`src/hdl/aimg_pkg.sv`:
```
// Shared types, constants and register codes for the adaptive in-flight limit gate.
// Used by every module of the block; depends on nothing else.
package aimg_pkg;

   localparam int HIST_BINS = 4096;
   localparam int HIST_AW   = $clog2(HIST_BINS);
   localparam int MAX_BURST = 4096;

   localparam logic [12:0] RING_SIZE_RST     = 13'd256;
   localparam logic [31:0] TICK_INTERVAL_RST = 32'd200000;
   localparam logic [12:0] LIMIT_FLOOR_RST   = 13'd4;
   localparam logic [12:0] GROW_STEP_RST     = 13'd16;

   typedef enum logic [7:0] {
      REG_RING_SIZE     = 8'd0,
      REG_TICK_INTERVAL = 8'd1,
      REG_LIMIT_FLOOR   = 8'd2,
      REG_GROW_STEP     = 8'd3
   } reg_index_type;

   typedef struct packed {
      logic [12:0] ring_size;
      logic [31:0] tick_interval;
      logic [12:0] limit_floor;
      logic [12:0] grow_step;
   } cfg_type;

   // Request payload, last field in the lowest bits.
   typedef struct packed {
      logic [1:0]  pad;
      logic [11:0] bin_index;
      logic [15:0] freed;
      logic [12:0] accepted_prev;
      logic [12:0] requested;
      logic [63:0] now_time;
   } req_data_type;

   // Response payload, last field in the lowest bits.
   typedef struct packed {
      logic [31:0] bin_count;
      logic [63:0] poll_count;
      logic [63:0] inflight_sum;
      logic [15:0] max_inflight;
      logic [15:0] min_inflight;
      logic        tick_fired;
      logic [12:0] cur_limit;
      logic [15:0] inflight;
      logic [12:0] gated;
      logic [12:0] to_send;
   } rsp_data_type;

   // Scalar state seen by one request after its own updates.
   typedef struct packed {
      logic [15:0] inflight;
      logic [12:0] limit;
      logic        tick;
   } adapt_res_type;

   typedef struct packed {
      logic               en;
      logic [HIST_AW-1:0] addr;
      logic [31:0]        data;
   } hist_wr_type;

endpackage

```
`src/hdl/aimg_adapt.sv`:
```
// In-flight count, adaptive limit and tick timer, updated once per accepted poll.
// Depends on aimg_pkg.
module aimg_adapt import aimg_pkg::*; (
   input  logic          clock,
   input  logic          reset,
   input  cfg_type       cfg,
   input  logic          poll_take,
   input  logic          is_poll,
   input  logic          demand,
   input  logic [63:0]   now_time,
   input  logic [12:0]   accepted_prev,
   input  logic [15:0]   freed,
   output adapt_res_type res
);

   logic [15:0] inflight_ff;
   logic [15:0] inflight_in;
   logic [12:0] limit_ff;
   logic [12:0] limit_in;
   logic [63:0] last_tick_ff;
   logic [63:0] last_tick_in;

   logic [16:0] add_sum;
   logic [15:0] add_sat;
   logic [15:0] drained;
   logic [63:0] elapsed;
   logic        tick;
   logic [13:0] grown;
   logic [12:0] grown_cap;
   logic [12:0] shrunk;
   logic [12:0] shrunk_floor;

   always_comb begin
      add_sum      = {1'b0, inflight_ff} + {4'b0, accepted_prev};
      add_sat      = add_sum[16] ? 16'hFFFF : add_sum[15:0];
      elapsed      = now_time - last_tick_ff;
      tick         = elapsed >= {32'b0, cfg.tick_interval};
      drained      = (add_sat > freed) ? (add_sat - freed) : 16'd0;
      grown        = {1'b0, limit_ff} + {1'b0, cfg.grow_step};
      grown_cap    = (grown < {1'b0, cfg.ring_size}) ? grown[12:0] : cfg.ring_size;
      shrunk       = (limit_ff > cfg.grow_step) ? (limit_ff - cfg.grow_step)
                                                : cfg.limit_floor;
      shrunk_floor = (shrunk < cfg.limit_floor) ? cfg.limit_floor : shrunk;

      inflight_in  = add_sat;
      limit_in     = limit_ff;
      last_tick_in = last_tick_ff;
      if (tick) begin
         inflight_in  = drained;
         last_tick_in = now_time;
         if (drained == 16'd0 && demand) begin
            limit_in = grown_cap;
         end else if (drained >= {3'b0, limit_ff} && demand) begin
            limit_in = shrunk_floor;
         end
      end

      if (is_poll) begin
         res.inflight = inflight_in;
         res.limit    = limit_in;
         res.tick     = tick;
      end else begin
         res.inflight = inflight_ff;
         res.limit    = limit_ff;
         res.tick     = 1'b0;
      end
   end

   always_ff @(posedge clock) begin
      if (reset) begin
         inflight_ff  <= '0;
         limit_ff     <= LIMIT_FLOOR_RST;
         last_tick_ff <= '0;
      end else if (poll_take) begin
         inflight_ff  <= inflight_in;
         limit_ff     <= limit_in;
         last_tick_ff <= last_tick_in;
      end
   end

endmodule

```
`config.mk`:
```
export PLATFORM = sky130hd
export DESIGN_NAME = aimg_adapt
export DESIGN_NICKNAME = d
export VERILOG_FILES = /design/src/hdl/aimg_pkg.sv /design/src/hdl/aimg_adapt.sv
export SDC_FILE = /design/constraint.sdc
export NUM_CORES = 1
export LEC_CHECK = 0
export ABC_CLOCK_PERIOD_IN_PS = 8500
export BUFFER_PORTS_ARGS = -buffer_cell sky130_fd_sc_hd__buf_4
export CAP_MARGIN = 30
export CORE_MARGIN = 2
export CORE_UTILIZATION = 61
export DETAILED_ROUTE_END_ITERATION = 7
export PLACE_DENSITY = 0.92
export SLEW_MARGIN = 5
export SYNTH_ARGS = -nofsm -noshare
export SYNTH_HDL_FRONTEND = slang
export SYNTH_SLANG_ARGS = --single-unit
export TNS_END_PERCENT = 1
```
`constraint.sdc`:
```
create_clock -name clock -period 8.5 [get_ports clock]
set_input_delay 0.425 -clock clock [delete_from_list [all_inputs] [get_ports clock]]
set_output_delay 0.425 -clock clock [all_outputs]
set_load 0.005 [all_outputs]
```
==> flow_metrics.py, run 1 <==
metrics = {
    "synthesis": {
        "yosys_warnings": 0,
        "synth_seq_cells": 93,
        "ys_types": 86,
        "yosys.area.top_type": "ha_1",
        "yosysTopAreaCellShare_pct": 15.74,
        "synth_ff_type": "dfxtp_1",
        "seq_area_frac_synth_pct": 12.53,
        "synthArstFlopShare_pct": 0,
        "syn_area_um2": 14860,
        "synth_edf_count": 0,
        "synth_nets": 2493,
        "yosys-top-cells-area": "ha_1 (16%), dfxtp_1 (13%), nand2_1 (7.3%), a21oi_1 (6.2%), mux2i_1 (5.3%)",
        "avgSynthCellArea_um2": 6.972,
        "synth_cells": 2132,
    },
    "detailed_routing": {
        "postRouteAntennaNets": 0,
        "drt-initial-drc-count": 1857,
        "drc": 1,
        "routed_wirelength_um": 52720,
        "num_vias": 17037,
        "post_drt_wl_per_cell_um": 20.40,
        "viasPerCell": 6.593,
        "drtPass1Iterations": 8,
    },
    "timing": {
        "relSlewSlack_pct": 31.72,
        "setup_viol": 0,
        "fmax_ghz": 0.1240,
        "rsz0062_at_grt": "no",
        "tightestPinTransition_ns": 1.015,
        "slew_violations": 0,
        "final_hold_viol_count": 0,
        "finalSetupTns_ns": 0,
        "finClkSkew_ns": 0.01150,
        "min_period_ns": 8.067,
        "min_period_over_period_pct": 94.91,
        "hold_ws_ns": 0.3150,
    },
    "power_and_ir_drop": {
        "ir_drop_uv": 111.9,
        "leakagePower_nw": 7.491,
        "powerDensity_nw_per_um2": 180.3,
    },
    "finish": {
        "fillers": 2034,
        "drive_gt1_share_pct": 12.31,
        "syn_to_final_growth_pct": 12.71,
        "fin_util_pct": 69.50,
        "multiInputGateArea_um2": 11780,
        "fin_nets": 2615,
        "seqCellArea_um2": 1862,
    },
    "critical_path": {
        "rr_endpoint": "limit_ff[10]$_SDFFE_PP0P_",
        "reg2reg_setup_slack_ns": 1.12,
        "reg2reg_from": "inflight_ff[0]$_SDFFE_PP0P_",
        "crit_path_max_incr_delay_ns": 0.41,
        "critical_path.startpoint_type": "flop",
        "rr_worst_depth": 30,
        "setup.worst_path.end_class": "output pin",
        "required_ns": 8.08,
        "critPathMaxFanout": 18,
        "cp.arrival_ns": 7.64,
        "crit_type": "reg2out",
        "cp_slowest_cell": "and4_4",
        "crit_path_start": "inflight_ff[0]$_SDFFE_PP0P_",
    },
    "global_routing": {
        "grt_start_max_net_pins": 83,
        "globalRouteTotalUtil_pct": 39.67,
        "first_global_vias": 16053,
        "grt-ovfl-total": 0,
        "grt_antenna_before_repair": 3,
        "grt_pass1_wl_um": 82690,
    },
    "floorplanning": {
        "core-area_um2": 24110,
        "die_w_um": 160.1,
        "rows": 57,
        "dieArea_um2": 25630,
        "die-height_um": 160.1,
        "io_pins": 199,
        "start_util_pct": 61.66,
    },
    "hold_path": {
        "min_from": "now_time[55]",
        "min_to": "last_tick_ff[55]$_SDFFE_PP0P_",
        "hp-class": "in2reg",
        "holdPathStages": 3,
    },
    "clocking": {
        "cts_root_buf": "clkbuf_16",
        "cts_tree": "yes",
        "clockBufferDepth": 2,
        "ctsHoldBuffers": 0,
        "clkTransAtPathRegs_ns": 0.08,
        "cts_max_level": 3,
        "cts_sinks": 93,
        "cts_buffers": 9,
        "clock_latency_ns": 0.37,
    },
    "job": {
        "cap_violations": 0,
    },
    "placement": {
        "hpwl_um": 42020,
        "gp_congestion": 0.9780,
        "port_buffers": 198,
    },
    "status": {
        "status": "finished with violations",
        "violations": "design-rule violations",
    },
}
-- power breakdown --
part / total (W) / internal (W) / switching, W
Clock: 0.000448 / 0.000238 / 0.000210
Combinational: 0.00204 / 0.000817 / 0.00122
Sequential: 0.000538 / 0.000481 / 0.0000575
-- sequential cells by signal (all words and copies together), names as in the netlist --
register,cells
inflight_ff,16
last_tick_ff,64
limit_ff,13
-- metrics by stage --
stage               setup WS, ns  total power [W]  cells  area, um2
finish                    0.4326         0.003021   2584      16750
CTS                       0.1877         0.002959   2581      16730
global placement          0.7113         0.002461   2564      16400
floorplan                  1.261         0.001910   2132      14860
global route             0.01354         0.003214   2584      16750
detailed placement        0.4738         0.002503   2565      16430
-- synth_stat cells (6+ instances only) --
master / number
o221ai_1: 7
or4_1: 8
nor2_1: 167
dfxtp_1: 93
o31ai_1: 9
and4_1: 10
a31oi_1: 13
buf_2: 26
nor4_1: 19
a311oi_1: 7
or2_2: 13
o21bai_1: 25
a2111o_1: 9
o31a_1: 8
xnor2_1: 52
and3_1: 15
a21oi_1: 185
ha_1: 187
a221o_1: 15
clkbuf_1: 71
o211ai_1: 23
nand3_1: 39
inv_1: 199
a21o_1: 39
or3_1: 17
mux2i_1: 79
a22o_1: 12
nand2_1: 288
o21a_1: 25
nor3_1: 49
a221oi_1: 7
nor2b_1: 18
o311ai_0: 6
nand4_1: 51
a211oi_1: 35
a2111oi_0: 7
and2_1: 22
a32o_1: 9
xor2_1: 25
nand2b_1: 24
o21ai_0: 109
-- final cells by class --
| class | count | share of cell area [%] |
|---|---|---|
| sequential | 93 | 11.11 |
| clock buffer | 11 | 1.449 |
| inverter | 200 | 4.496 |
| antenna | 1 | 0.01494 |
| timing repair buffer | 217 | 9.843 |
| clock inverter | 5 | 0.3585 |
| multi-input combinational | 1733 | 70.31 |
| tap | 324 | 2.420 |
-- worst max-delay path by stage --
stage	cells after the start	slack [ns]	to
after floorplan	31	1.26	res[12]
after global placement	32	0.71	res[11]
after detailed placement	32	0.47	res[11]
after CTS	31	0.19	res[11]
after global routing	32	0.01	res[12]
final	32	0.43	res[12]
-- cell usage in the layout (no fill, tap or decap), drive strengths merged, types with 49 or more instances in the layout --
cell type  Yosys  routed
dfxtp         93      93
o21ai        113     113
nand4         51      51
nor2         167     167
xnor2         52      52
mux2i         79      79
buf           35     217
inv          199     199
nor3          49      49
nand2        288     288
ha           187     187
a21oi        186     186
-- critical path, delay by kind of cell, from the launching register on --
kind            cells  cell delay [ns]
mux                 1             0.25
flops               1             0.37
compound gates     16             3.37
simple gates        8             1.48
buf+inv             2             0.42
fa+ha+maj           5             1.35
-- layer usage --
metal	track usage (%)	up-vias	part of all wire, %
met3	6.935	221	9.1
li1	-	7961	-
met2	67.39	1027	46
met5	0	-	0.015
met1	48.27	7826	39
met4	19.98	2	5.6
-- logic make-up (layout without fill, tap and decap cells) --
logic type / Yosys count / count (layout) / synth area share, %
AOI/OAI and AO/OA: 623 / 623 / 28.56
xor gates and xnor gates: 77 / 77 / 4.537
adders and majority gates: 192 / 192 / 16.41
buffers and inverters: 306 / 433 / 8.274
DFF: 93 / 93 / 12.53
muxes: 84 / 84 / 5.699
other: 0 / 1 / 0
and+or+nand+nor: 757 / 757 / 23.99
-- what timing repair did --
item / 4_1_cts / 5_1_grt
setup endpoints to repair: 0 / 13
setup buffers: 0 / 2
resized for setup: 0 / 3
Note: power is estimated with default switching activity, not from simulation.
==> inputs of run 2 (changes only) <==
--- a/config.mk
+++ b/config.mk
@@ -5,7 +5,7 @@
 export SDC_FILE = /design/constraint.sdc
 export NUM_CORES = 1
 export LEC_CHECK = 0
-export ABC_CLOCK_PERIOD_IN_PS = 8500
+export ABC_CLOCK_PERIOD_IN_PS = 9000
 export BUFFER_PORTS_ARGS = -buffer_cell sky130_fd_sc_hd__buf_4
 export CAP_MARGIN = 30
 export CORE_MARGIN = 2
==> constraint.sdc (replaced) <==
create_clock -name clock -period 9 [get_ports clock]
set_input_delay 0.45 -clock clock [delete_from_list [all_inputs] [get_ports clock]]
set_output_delay 0.45 -clock clock [all_outputs]
set_load 0.005 [all_outputs]
==> run 2 against run 1 <==
Net effect: the run now ends clean; via count decreased by 1.4%; setup slack improved by 0.19 ns; first-iteration DRC count decreased by 7.3%.
==> flow_metrics.py, run 2 (same netlist as run 1, synthesis figures left out) <==
metrics = {
    "clocking": {
        "cts_max_level": 3,
        "cts_tree": "yes",
        "clock_latency_ns": 0.36,
        "ctsResizeCount": 0,
        "cts_sinks": 93,
        "ctsHoldBuffers": 0,
        "cts_setup_buffers": 0,
        "clkTransAtPathRegs_ns": 0.08,
        "cts_buffers": 9,
        "clockBufferDepth": 2,
        "cts_root_buf": "clkbuf_16",
    },
    "finish": {
        "syn_to_final_growth_pct": 12.35,
        "drive_gt1_share_pct": 11.95,
        "regMostFlops": "last_tick_ff",
        "seqCellArea_um2": 1862,
        "largest_reg_flops": 64,
        "fin_util_pct": 69.28,
        "final_cell_mix": "nand2_1 (288), buf_4 (210), inv_1 (198)",
        "final_common_cell": "nand2_1",
        "fillers": 2083,
        "fin_nets": 2609,
        "multiInputGateArea_um2": 11780,
        "reg_top3": "last_tick_ff (64), inflight_ff (16), limit_ff (13)",
    },
    "global_routing": {
        "grt_pass1_wl_um": 81990,
        "met3_usage_pct": 7.195,
        "first_global_vias": 16069,
        "use_met1_pct": 47.37,
        "grt-busiest-layer": "met2",
        "grt_antenna_before_repair": 3,
        "globalRouteTotalUtil_pct": 39.19,
        "use_met2_pct": 66.92,
        "grt_start_max_net_pins": 93,
        "grt-ovfl-total": 0,
    },
    "critical_path": {
        "reg2reg_setup_slack_ns": 1.39,
        "required_ns": 8.55,
        "cp.arrival_ns": 7.93,
        "setup.worst_path.end_class": "output pin",
        "cp_slowest_cell": "and4_2",
        "crit_path_max_incr_delay_ns": 0.48,
        "critPathMaxFanout": 18,
        "critical_path.startpoint_type": "flop",
        "crit_type": "reg2out",
    },
    "floorplanning": {
        "die-height_um": 160.1,
        "core-area_um2": 24110,
        "dieArea_um2": 25630,
        "rows": 57,
        "io_pins": 199,
        "start_util_pct": 61.66,
        "die_w_um": 160.1,
    },
    "detailed_routing": {
        "num_vias": 16795,
        "drt-initial-drc-count": 1721,
        "postRouteAntennaNets": 0,
        "drtPass1Iterations": 6,
        "routed_wirelength_um": 52030,
        "drc": 0,
        "viasPerCell": 6.520,
        "post_drt_wl_per_cell_um": 20.20,
    },
    "placement": {
        "hpwl_um": 41870,
        "gp_congestion": 1.005,
        "port_buffers": 198,
    },
    "timing": {
        "fmax_ghz": 0.1193,
        "min_period_over_period_pct": 93.11,
        "slew_violations": 0,
        "setup_viol": 0,
        "tightestPinTransition_ns": 1.151,
        "final_hold_viol_count": 0,
        "relSlewSlack_pct": 22.63,
        "finClkSkew_ns": 0.008613,
        "finalSetupTns_ns": 0,
        "rsz0062_at_grt": "no",
        "min_period_ns": 8.380,
    },
    "job": {
        "cap_violations": 0,
    },
    "hold_path": {
        "hp-class": "in2reg",
    },
    "power_and_ir_drop": {
        "powerDensity_nw_per_um2": 170.7,
        "leakagePower_nw": 7.452,
        "ir_drop_uv": 91.66,
    },
    "status": {
        "status": "complete, no violations",
    },
}
## run 2: where the power goes
| group | internal, W | leakage [nW] | total, W | switching [W] |
|---|---|---|---|---|
| registers | 0.000454 | 0.767 | 0.000507 | 0.0000531 |
| clock network | 0.000242 | 0.141 | 0.000435 | 0.000193 |
| logic | 0.000766 | 6.54 | 0.00191 | 0.00114 |
## run 2: final cells by class
type,instances,share of cell area [%]
Antenna cell,1,0.01498
Inverter,200,4.510
Sequential cell,93,11.15
Multi-Input combinational cell,1733,70.52
Timing Repair Buffer,211,9.560
Tap cell,324,2.428
Clock buffer,10,1.371
Clock inverter,4,0.4495
## run 2: critical path, delay by kind of cell (launching register included)
family,cells,cell delay [ns]
AOI/OAI and AO/OA,16,3.85
and+or+nand+nor,8,1.56
adders and majority gates,5,1.35
DFF,1,0.40
buffers and inverters,2,0.40
## run 2: through the flow
step	std cells	hold WS (ns)	instance area (um2)	total power [W]	setup WS [ns]
after floorplan	2132	0.4347	14860	0.001803	1.711
after global placement	2560	0.4420	16380	0.002314	1.110
after detailed placement	2560	0.4469	16380	0.002356	0.8833
after CTS	2574	0.3452	16690	0.002796	0.6079
after global routing	2576	0.3566	16700	0.003041	0.1002
final	2576	0.3478	16700	0.002850	0.6200
## run 2: final timing paths
kind,start,endpoint,depth (start not counted)
worst max-delay path,inflight_ff[0]$_SDFFE_PP0P_,res[10],31
worst min register to register,last_tick_ff[33]$_SDFFE_PP0P_,last_tick_ff[33]$_SDFFE_PP0P_,2
worst min-delay path,now_time[29],last_tick_ff[29]$_SDFFE_PP0P_,3
worst max register to register,inflight_ff[0]$_SDFFE_PP0P_,limit_ff[10]$_SDFFE_PP0P_,30
## run 2: layer usage
| layer | wire, um | vias up |
|---|---|---|
| li1 | - | 7954 |
| met1 | 20380 | 7692 |
| met2 | 24020 | 934 |
| met3 | 4705 | 211 |
| met4 | 2896 | 4 |
| met5 | 27 | - |
